--- src/vsc_pkg.sv ---
`timescale 1ns / 1ps
// ----------------------------------------------------------------------------
// Vigenere stream cipher package
// Request and result payload types, request kinds and configuration register
// indices shared by the cipher modules.
// ----------------------------------------------------------------------------
package vsc_pkg;

    // Fixed widths of the request, result and configuration fields.
    localparam int CODE_W     = 16;
    localparam int SLOT_W     = 6;
    localparam int CFG_IDX_W  = 2;
    localparam int CFG_DATA_W = 7;

    // Register values after reset.
    localparam logic [CFG_DATA_W-1:0] ALPHABET_SIZE_RST = 7'd26;
    localparam logic [CFG_DATA_W-1:0] KEY_LENGTH_RST    = 7'd1;

    // Kind of request carried on the input channel.
    typedef enum logic [1:0] {
        REQ_PROCESS  = 2'd0,
        REQ_ALPHA_WR = 2'd1,
        REQ_KEY_WR   = 2'd2,
        REQ_START    = 2'd3
    } req_kind_t;

    // Configuration register indices.
    typedef enum logic [CFG_IDX_W-1:0] {
        CFG_ALPHABET_SIZE = 2'd0,
        CFG_KEY_LENGTH    = 2'd1,
        CFG_DECRYPT_MODE  = 2'd2
    } cfg_index_t;

    typedef struct packed {
        req_kind_t           req_type;
        logic [CODE_W-1:0]   char_code;
        logic                is_letter;
        logic [SLOT_W-1:0]   entry_index;
    } vsc_req_t;

    typedef struct packed {
        logic [CODE_W-1:0]   out_char;
        logic                error;
    } vsc_res_t;

endpackage

--- src/vsc_alpha.sv ---
`timescale 1ns / 1ps
// ----------------------------------------------------------------------------
// Alphabet store
// Holds the alphabet as a row of compare cells for two parallel lookups, and
// a memory copy of the same entries for reading the ciphered character.
// ----------------------------------------------------------------------------
module vsc_alpha #(
    parameter int ALPHABET_MAX = 64,
    parameter int CHAR_BITS    = 16,
    localparam int AW          = $clog2(ALPHABET_MAX),
    localparam int NW          = $clog2(ALPHABET_MAX + 1)
) (
    input  logic                 clk,
    input  logic                 wr_en,
    input  logic [AW-1:0]        wr_addr,
    input  logic [CHAR_BITS-1:0] wr_data,
    input  logic [NW-1:0]        size,
    input  logic [CHAR_BITS-1:0] char_a,
    input  logic [CHAR_BITS-1:0] char_b,
    output logic                 hit_a,
    output logic [AW-1:0]        idx_a,
    output logic                 hit_b,
    output logic [AW-1:0]        idx_b,
    input  logic                 rd_en,
    input  logic [AW-1:0]        rd_addr,
    output logic [CHAR_BITS-1:0] rd_data
);

    import vsc_pkg::*;

    logic [CHAR_BITS-1:0] cell_reg [ALPHABET_MAX];
    logic [CHAR_BITS-1:0] copy_mem [ALPHABET_MAX];
    logic [CHAR_BITS-1:0] rd_data_reg;
    logic [ALPHABET_MAX-1:0] eq_a;
    logic [ALPHABET_MAX-1:0] eq_b;

    always_ff @(posedge clk)
    begin
        if (wr_en)
        begin
            cell_reg[wr_addr] <= wr_data;
        end
    end

    always_ff @(posedge clk)
    begin
        if (wr_en)
        begin
            copy_mem[wr_addr] <= wr_data;
        end
        if (rd_en)
        begin
            rd_data_reg <= copy_mem[rd_addr];
        end
    end

    assign rd_data = rd_data_reg;

    // Only the first size entries take part in a lookup.
    always_comb
    begin
        for (int i = 0; i < ALPHABET_MAX; i++)
        begin
            eq_a[i] = (i < int'(size)) && (cell_reg[i] == char_a);
            eq_b[i] = (i < int'(size)) && (cell_reg[i] == char_b);
        end
    end

    // The lowest matching entry wins.
    always_comb
    begin
        idx_a = '0;
        idx_b = '0;
        for (int i = ALPHABET_MAX - 1; i >= 0; i--)
        begin
            if (eq_a[i])
            begin
                idx_a = AW'(i);
            end
            if (eq_b[i])
            begin
                idx_b = AW'(i);
            end
        end
    end

    assign hit_a = |eq_a;
    assign hit_b = |eq_b;

endmodule

--- src/vsc_key_mem.sv ---
`timescale 1ns / 1ps
// ----------------------------------------------------------------------------
// Key memory
// Key characters, written one slot at a time and read every cycle at the key
// position of the next cycle, with a bypass of a write to the same slot.
// ----------------------------------------------------------------------------
module vsc_key_mem #(
    parameter int KEY_MAX   = 64,
    parameter int CHAR_BITS = 16,
    localparam int PW       = (KEY_MAX > 1) ? $clog2(KEY_MAX) : 1
) (
    input  logic                 clk,
    input  logic                 wr_en,
    input  logic [PW-1:0]        wr_addr,
    input  logic [CHAR_BITS-1:0] wr_data,
    input  logic [PW-1:0]        rd_addr,
    output logic [CHAR_BITS-1:0] rd_data
);

    import vsc_pkg::*;

    logic [CHAR_BITS-1:0] key_mem [KEY_MAX];
    logic [CHAR_BITS-1:0] rd_data_reg;

    always_ff @(posedge clk)
    begin
        if (wr_en)
        begin
            key_mem[wr_addr] <= wr_data;
        end
        if (wr_en && (wr_addr == rd_addr))
        begin
            rd_data_reg <= wr_data;
        end
        else
        begin
            rd_data_reg <= key_mem[rd_addr];
        end
    end

    assign rd_data = rd_data_reg;

endmodule

--- src/vsc_shift_idx.sv ---
`timescale 1ns / 1ps
// ----------------------------------------------------------------------------
// Shifted alphabet index
// Adds or subtracts the key index modulo the alphabet size with one
// conditional correction.
// ----------------------------------------------------------------------------
module vsc_shift_idx #(
    parameter int ALPHABET_MAX = 64,
    localparam int AW          = $clog2(ALPHABET_MAX),
    localparam int NW          = $clog2(ALPHABET_MAX + 1)
) (
    input  logic [AW-1:0] p_idx,
    input  logic [AW-1:0] k_idx,
    input  logic [NW-1:0] size,
    input  logic          decrypt,
    output logic [AW-1:0] r_idx
);

    import vsc_pkg::*;

    logic [AW:0] p_w;
    logic [AW:0] k_w;
    logic [AW:0] n_w;
    logic [AW:0] sum;
    logic [AW:0] res;

    assign p_w = (AW + 1)'(p_idx);
    assign k_w = (AW + 1)'(k_idx);
    assign n_w = (AW + 1)'(size);
    assign sum = p_w + k_w;

    always_comb
    begin
        if (decrypt)
        begin
            res = (p_w >= k_w) ? (p_w - k_w) : (p_w + n_w - k_w);
        end
        else
        begin
            res = (sum >= n_w) ? (sum - n_w) : sum;
        end
    end

    assign r_idx = AW'(res);

endmodule

--- src/vigenere_stream_cipher.sv ---
`timescale 1ns / 1ps
// ----------------------------------------------------------------------------
// Vigenere stream cipher
// Ciphers a character stream over a loadable alphabet with a loadable key.
// Requests load the alphabet and key tables, start a message or carry one
// character; each character request gives one result.
// ----------------------------------------------------------------------------
//
//  Channel | Handshake            | Payload             | Direction
//  --------+----------------------+---------------------+----------
//  in      | in_valid / in_stall  | in_data  (vsc_req_t)| into block
//  out     | out_valid / out_stall| out_data (vsc_res_t)| out of block
//  cfg     | cfg_valid / cfg_ready| cfg_index, cfg_data | into block
//
// A request is taken into the input register, and the result of a character
// request is loaded into the output register as it leaves the stage; one
// request is taken every cycle while the input is not stalled.
// The step through the stage is set by the alphabet compare row, the index
// arithmetic and the read address of the key memory for the following
// request. rst_n clears the control state at once; the tables are undefined
// until written. The input stalls only while a character request waits in
// the stage and the output register holds a result that is being stalled.
// ----------------------------------------------------------------------------
module vigenere_stream_cipher #(
    parameter int ALPHABET_MAX = 64,
    parameter int KEY_MAX      = 64,
    parameter int CHAR_BITS    = 16
) (
    input  logic                                 clk,
    input  logic                                 rst_n,
    input  logic                                 in_valid,
    output logic                                 in_stall,
    input  vsc_pkg::vsc_req_t                    in_data,
    output logic                                 out_valid,
    input  logic                                 out_stall,
    output vsc_pkg::vsc_res_t                    out_data,
    input  logic                                 cfg_valid,
    output logic                                 cfg_ready,
    input  logic [vsc_pkg::CFG_IDX_W-1:0]        cfg_index,
    input  logic [vsc_pkg::CFG_DATA_W-1:0]       cfg_data
);

    import vsc_pkg::*;

    localparam int AW = $clog2(ALPHABET_MAX);
    localparam int NW = $clog2(ALPHABET_MAX + 1);
    localparam int PW = (KEY_MAX > 1) ? $clog2(KEY_MAX) : 1;
    localparam int LW = $clog2(KEY_MAX + 1);

    // Configuration registers.
    logic [CFG_DATA_W-1:0] alphabet_size_reg;
    logic [CFG_DATA_W-1:0] key_length_reg;
    logic                  decrypt_mode_reg;

    // Input stage.
    logic     s_vld_reg;
    logic     s_vld_next;
    vsc_req_t s_req_reg;

    // Message state.
    logic [PW-1:0] pos_reg;
    logic [PW-1:0] pos_next;
    logic [PW-1:0] pos_wrap;
    logic [PW:0]   pos_inc;
    logic          err_reg;
    logic          err_next;

    // Output register.
    logic              out_vld_reg;
    logic              out_vld_next;
    logic              out_pass_reg;
    logic [CODE_W-1:0] out_code_reg;
    logic              out_err_reg;

    // Datapath.
    logic [NW-1:0]        eff_size;
    logic [LW-1:0]        eff_key;
    logic [CHAR_BITS-1:0] code_c;
    logic [CHAR_BITS-1:0] key_char;
    logic [CHAR_BITS-1:0] alpha_rd;
    logic                 hit_p;
    logic                 hit_k;
    logic [AW-1:0]        p_idx;
    logic [AW-1:0]        k_idx;
    logic [AW-1:0]        r_idx;

    // Control.
    logic is_proc;
    logic do_cipher;
    logic cipher_ok;
    logic out_free;
    logic fire;
    logic proc_fire;
    logic start_fire;
    logic advance;
    logic err_set;
    logic alpha_we;
    logic key_we;

    // ------------------------------------------------------------------
    // Configuration port. Writes are always taken; an unused index is
    // simply dropped.
    // ------------------------------------------------------------------
    assign cfg_ready = 1'b1;

    always_ff @(posedge clk or negedge rst_n)
    begin
        if (!rst_n)
        begin
            alphabet_size_reg <= ALPHABET_SIZE_RST;
            key_length_reg    <= KEY_LENGTH_RST;
            decrypt_mode_reg  <= 1'b0;
        end
        else if (cfg_valid && cfg_ready)
        begin
            unique case (cfg_index)
                CFG_ALPHABET_SIZE: alphabet_size_reg <= cfg_data;
                CFG_KEY_LENGTH:    key_length_reg    <= cfg_data;
                CFG_DECRYPT_MODE:  decrypt_mode_reg  <= cfg_data[0];
                default:           ;
            endcase
        end
    end

    // The alphabet size saturates at the table depth. A key length of zero
    // counts as one, and a longer one saturates at the key table depth.
    assign eff_size = (int'(alphabet_size_reg) > ALPHABET_MAX) ?
                      NW'(ALPHABET_MAX) : NW'(alphabet_size_reg);

    always_comb
    begin
        if (key_length_reg == '0)
        begin
            eff_key = LW'(1);
        end
        else if (int'(key_length_reg) > KEY_MAX)
        begin
            eff_key = LW'(KEY_MAX);
        end
        else
        begin
            eff_key = LW'(key_length_reg);
        end
    end

    // ------------------------------------------------------------------
    // Stage control. Table writes and start requests give no result and
    // always leave the stage; a character request leaves it once the
    // output register is free or being emptied in the same cycle.
    // ------------------------------------------------------------------
    assign is_proc    = (s_req_reg.req_type == REQ_PROCESS);
    assign out_free   = !out_vld_reg || !out_stall;
    assign fire       = s_vld_reg && (!is_proc || out_free);
    assign proc_fire  = fire && is_proc;
    assign start_fire = fire && (s_req_reg.req_type == REQ_START);
    assign in_stall   = s_vld_reg && !fire;

    always_comb
    begin
        if (in_valid && !in_stall)
        begin
            s_vld_next = 1'b1;
        end
        else if (fire)
        begin
            s_vld_next = 1'b0;
        end
        else
        begin
            s_vld_next = s_vld_reg;
        end
    end

    always_ff @(posedge clk or negedge rst_n)
    begin
        if (!rst_n)
        begin
            s_vld_reg <= 1'b0;
        end
        else
        begin
            s_vld_reg <= s_vld_next;
        end
    end

    always_ff @(posedge clk)
    begin
        if (in_valid && !in_stall)
        begin
            s_req_reg <= in_data;
        end
    end

    // ------------------------------------------------------------------
    // Lookup and cipher arithmetic. Characters are compared within
    // CHAR_BITS bits.
    // ------------------------------------------------------------------
    assign code_c = CHAR_BITS'(s_req_reg.char_code);

    assign alpha_we = fire && (s_req_reg.req_type == REQ_ALPHA_WR) &&
                      (int'(s_req_reg.entry_index) < ALPHABET_MAX);
    assign key_we   = fire && (s_req_reg.req_type == REQ_KEY_WR) &&
                      (int'(s_req_reg.entry_index) < KEY_MAX);

    vsc_alpha #(
        .ALPHABET_MAX (ALPHABET_MAX),
        .CHAR_BITS    (CHAR_BITS)
    ) u_alpha (
        .clk     (clk),
        .wr_en   (alpha_we),
        .wr_addr (AW'(s_req_reg.entry_index)),
        .wr_data (code_c),
        .size    (eff_size),
        .char_a  (code_c),
        .char_b  (key_char),
        .hit_a   (hit_p),
        .idx_a   (p_idx),
        .hit_b   (hit_k),
        .idx_b   (k_idx),
        .rd_en   (proc_fire),
        .rd_addr (r_idx),
        .rd_data (alpha_rd)
    );

    vsc_shift_idx #(
        .ALPHABET_MAX (ALPHABET_MAX)
    ) u_shift (
        .p_idx   (p_idx),
        .k_idx   (k_idx),
        .size    (eff_size),
        .decrypt (decrypt_mode_reg),
        .r_idx   (r_idx)
    );

    // The key memory is read at the position the next request will use,
    // so the key character is always waiting in its read register.
    vsc_key_mem #(
        .KEY_MAX   (KEY_MAX),
        .CHAR_BITS (CHAR_BITS)
    ) u_key (
        .clk     (clk),
        .wr_en   (key_we),
        .wr_addr (PW'(s_req_reg.entry_index)),
        .wr_data (code_c),
        .rd_addr (pos_next),
        .rd_data (key_char)
    );

    // ------------------------------------------------------------------
    // Key position and error latch. A failed lookup leaves the position
    // where it is and sets the latch until the next start request. A
    // position left beyond a shortened key wraps to zero after use.
    // ------------------------------------------------------------------
    assign do_cipher = is_proc && s_req_reg.is_letter;
    assign cipher_ok = hit_p && hit_k;
    assign advance   = fire && do_cipher && cipher_ok;
    assign err_set   = fire && do_cipher && !cipher_ok;

    assign pos_inc  = (PW + 1)'(pos_reg) + (PW + 1)'(1);
    assign pos_wrap = (int'(pos_inc) >= int'(eff_key)) ? '0 : PW'(pos_inc);

    always_comb
    begin
        if (start_fire)
        begin
            pos_next = '0;
            err_next = 1'b0;
        end
        else
        begin
            pos_next = advance ? pos_wrap : pos_reg;
            err_next = err_reg || err_set;
        end
    end

    always_ff @(posedge clk or negedge rst_n)
    begin
        if (!rst_n)
        begin
            pos_reg <= '0;
            err_reg <= 1'b0;
        end
        else
        begin
            pos_reg <= pos_next;
            err_reg <= err_next;
        end
    end

    // ------------------------------------------------------------------
    // Output register. The ciphered character comes from the registered
    // read of the alphabet memory; anything else passes through.
    // ------------------------------------------------------------------
    always_comb
    begin
        if (proc_fire)
        begin
            out_vld_next = 1'b1;
        end
        else if (!out_stall)
        begin
            out_vld_next = 1'b0;
        end
        else
        begin
            out_vld_next = out_vld_reg;
        end
    end

    always_ff @(posedge clk or negedge rst_n)
    begin
        if (!rst_n)
        begin
            out_vld_reg <= 1'b0;
        end
        else
        begin
            out_vld_reg <= out_vld_next;
        end
    end

    always_ff @(posedge clk)
    begin
        if (proc_fire)
        begin
            out_pass_reg <= !(do_cipher && cipher_ok);
            out_code_reg <= CODE_W'(code_c);
            out_err_reg  <= err_next;
        end
    end

    assign out_valid         = out_vld_reg;
    assign out_data.out_char = out_pass_reg ? out_code_reg : CODE_W'(alpha_rd);
    assign out_data.error    = out_err_reg;

`ifndef SYNTHESIS
    // The input is only ever held up by a stalled result.
    a_stall_cause : assert property (@(posedge clk) disable iff (!rst_n)
        in_stall |-> (out_valid && out_stall))
        else $error("input stalled without a stalled result");

    // A start request rewinds the key and clears the error.
    a_start_clears : assert property (@(posedge clk) disable iff (!rst_n)
        start_fire |=> ((pos_reg == '0) && !err_reg))
        else $error("start request did not rewind the message state");

    // The error latch only drops on a start request.
    a_err_sticky : assert property (@(posedge clk) disable iff (!rst_n)
        $fell(err_reg) |-> $past(start_fire))
        else $error("error latch cleared without a start request");

    // Every character request that leaves the stage gives a result.
    a_result_loaded : assert property (@(posedge clk) disable iff (!rst_n)
        proc_fire |=> out_valid)
        else $error("character request left the stage without a result");
`endif

endmodule
--- config.mk ---
export PLATFORM = sky130hd
export DESIGN_NAME = vigenere_stream_cipher
export DESIGN_NICKNAME = d
export VERILOG_FILES = /design/src/vsc_pkg.sv /design/src/vsc_alpha.sv /design/src/vsc_key_mem.sv /design/src/vsc_shift_idx.sv /design/src/vigenere_stream_cipher.sv
export SDC_FILE = /design/constraint.sdc
export NUM_CORES = 2
export LEC_CHECK = 0
export BUFFER_PORTS_ARGS = -buffer_cell sky130_fd_sc_hd__buf_2
export CORE_ASPECT_RATIO = 1.5
export CORE_UTILIZATION = 45
export CTS_CLUSTER_DIAMETER = 120
export CTS_CLUSTER_SIZE = 25
export DETAILED_ROUTE_END_ITERATION = 8
export PLACE_DENSITY = 0.6
export SYNTH_ARGS = -nofsm -noshare
export SYNTH_HDL_FRONTEND = slang
export SYNTH_SLANG_ARGS = --single-unit
--- constraint.sdc ---
create_clock -name clk -period 16 [get_ports clk]
set_input_delay 0.8 -clock clk [delete_from_list [all_inputs] [get_ports clk]]
set_output_delay 0.8 -clock clk [all_outputs]
set_load 0.005 [all_outputs]
==> impl_results.md <==
- Post-synth EDFFs: about 2100
- Clock root cell: clkbuf_16
- DRT iter0 DRCs: ~9300
- Cts repair resizes: 0
- Pwr dens: around 90 nW/um^2
- WP buf/inv: 9
- Grt total ovfl: 0
- Final period utilization: between 90 and 100%
- Tot GR Track Use: a little over a third
- Flops & latches, synth: approximately 2100
- Setup TNS: 0 ps
- Ports: 59
- Crit-path max FO: approximately 120
- Failing checks: design-rule violations
- Worst-Margin Slew: approximately 1400 ps
- Mapped Area: between 100000 and 150000 um^2
- Largest registers: u_alpha.copy_mem x1024, u_key.key_mem x1024
- Total wire length: about 450000 um
- Vias in the first global route: about 77000
- Max stage delay on crit path: around 1100 ps
- Multi-input logic area: 45100 um^2
- Routed WL per cell: 37.6 um
- Fillers: 22100
- Startpoint types: register
- Clock Path Buffers: 3
- Seq/Total Area, Yosys: a little under three fifths
- Clock sinks: about 2100
- Core ar.: around 250000 um^2
- Sequential Area: between 60000 and 70000 um^2
- Final hold viol count: 0
- Worst Hold Class: in -> reg
- Setup-failing EPs final: 0
- Cell count after synthesis: 8734
- Hold Crit Endpoint: code_c[2]
- Floorplan row count: between 200 and 250
- CP Class: reg -> reg
- CTS tree: built
- Worst vdd ir: between 0.08 and 0.09 mV
- Required time worst endpoint: about 17000 ps
- Yosys warns: 0
- Worst skew pair latency: between 800 and 900 ps
- FFs w/ async S/R, synth: 1.12%
- Placed instance area: 117000 um^2
- Initial Utilization: between 40% and 50%
- Beginning of the worst hold path: in_data[9]
- Status: finished, violations left
- Share of cells above drive strength 1: under 10%
- LEAKAGE: 38.1 nW
- Critical path's slowest cell: a311oi_1
- DP HPWL: 313000 um
- Mapped Avg Cell Area: 12.9 um^2
- DR vias: slightly below 80000
- Antenna-violating nets left: 0
- Die Height: a little over 600 um
- Design area: 120000 um^2
- Clock-pin slew on the worst setup and hold paths: 120 ps
- Slew Limit Fails: 0
- PortBufs: 57
- Nets@finish: 8774
- Post-DR vias/cell: between 6 and 7
- Num CTS Buffers: between 90 and 100
- Yosys cell types: 104
- Reg-to-reg setup timing slack: about 1400 ps
- Fin crit period: roughly 15000 ps
- Max Cap Violations: 0
- Slew HR: about 5.0%
- Pin count of the biggest net entering global routing: between 100 and 150
- First-pass GRT wire length: 619000 um
- Hold path depth: 1
- # DRC: 9
- Max Freq: 0.0687 GHz
- Die width: 410 um
- Worst Reg-to-Reg Cells: 41
- Drt first pass iters: 9
- Antenna violations before repair: 14
- CP endpoint kind: register
- RePlAce Congestion: 1.03
- Delay-heaviest family, CP: compound AO/OA/AOI/OAI gates
- R2r endpoint: u_alpha.rd_data[1]
- Design Power: around 11 mW
- Crit path DAT: approximately 15000 ps
- Top_reg_cell synth: edfxtp_1
- Die area: approximately 250000 um^2
- Area added between synthesis and finish: 6.63%
- Clock skew: 68.9 ps
- Post-synth net total: 8813
- CTS H-tree lvls: 3
- RSZ-0062 raised after global routing: no
[cells in the mapped netlist, types with 15 or more instances]
master    number  area, um^2
a311o_1       34         340
nand3_1      206        1030
a31oi_1       86         538
a22oi_1      119         893
clkbuf_1     315        1180
buf_4         65         488
mux2i_1      319        3190
nand3b_1      16         120
edfxtp_1    2107       63300
inv_1         48         180
o211ai_1      36         270
a211oi_1     233        1750
xor2_1      1172       10300
ha_1          32         400
a311oi_1     162        1420
nor2_1       354        1330
nor2b_1       28         175
nand2_1      687        2580
a32oi_1       19         166
dfrtp_1       20         500
or4_1         24         180
and2_1       201        1260
nand4_1      256        1600
a21o_1        15         113
buf_8         26         390
a21oi_1      169         846
or3_1         34         213
nor3_1        70         350
buf_2         33         165
nand2b_1      22         138
o22ai_1       25         156
o21ai_0       92         460
xnor2_1      903        7910
mux2_2        39         439
mux4_2       140        3150
buf_6         78         878
nor4_1       279        1750
buf_1         66         248
[stage by stage]
stage	utilization (%)	std cells	setup slack (ps)	hold slack, ps
detailed placement	47.2	11900	2160	510
CTS	48.3	12000	2090	121
finish	48.3	12000	1450	162
global route	48.3	12000	1200	138
global placement	47.2	11900	1980	498
floorplan	-	8734	5370	469
[metal layers]
layer	up-vias	track usage, %	part of all wire (%)
met3	1534	5.34	6.9
met5	-	0	0.0029
li1	32300	-	-
met2	4279	58.8	48
met1	39600	38.9	34
met4	2	30.0	10
[how the worst max path moves through the flow]
stage | from | end | slack, ps | cells past startpoint
after CTS | register | u_alpha.rd_data[6] | 2090 | 41
final | register | u_alpha.rd_data[1] | 1450 | 41
after detailed placement | register | u_alpha.rd_data[6] | 2160 | 41
after global placement | register | u_alpha.rd_data[6] | 1980 | 40
after global routing | register | u_alpha.rd_data[9] | 1200 | 41
after floorplan | code_c[10] | u_alpha.rd_data[14] | 5370 | 44
[where the power goes]
group	switching [mW]	total, mW	leakage, nW	internal (mW)
Clock	1.83	2.96	1.30	1.13
Sequential	0.0468	6.23	19.3	6.18
Combinational	1.30	1.77	17.5	0.470
Total	3.17	11.0	38.1	7.78
[placed cells by master (no fill, tap or decap), types with 25 or more instances in the layout]
master / instances
edfxtp_1: 2107
xor2_1: 1172
xnor2_1: 903
nand2_1: 686
buf_4: 357
nor2_1: 328
mux2i_1: 316
nor4_1: 274
nand4_1: 256
a211oi_1: 233
nand3_1: 205
and2_1: 200
a21oi_1: 167
a311oi_1: 162
mux4_2: 140
a22oi_1: 119
clkbuf_16: 96
a31oi_1: 84
o21ai_0: 81
nor3_1: 70
buf_2: 58
inv_1: 48
buf_12: 40
o211ai_1: 36
mux2_2: 36
a311o_1: 34
clkbuf_1: 34
or3_1: 33
ha_1: 32
o22ai_1: 25
[layout make-up]
type,count,area share (%)
well taps,3277,3.42
repair buffers,457,3.16
clock inverters,10,0.147
diodes,14,0.0292
clock buffers,130,2.11
inverters,49,0.153
flip-flops and latches,2137,53.4
multi-input cells,5954,37.6
[cells by family after synthesis]
group	share of synthesized area (%)
adders and majority gates	0.498
xor gates and xnor gates	16.2
DFF	56.9
other	0.00333
muxes	6.09
AOI/OAI and AO/OA	6.91
and+or+nand+nor	10.1
buffers and inverters	3.32
[timing repair]
action,4_1_cts,5_1_grt
setup buffers,0,0
endpoints found under the hold margin,20,0
hold buffers,1,0
(Power assumes the default switching activity.)
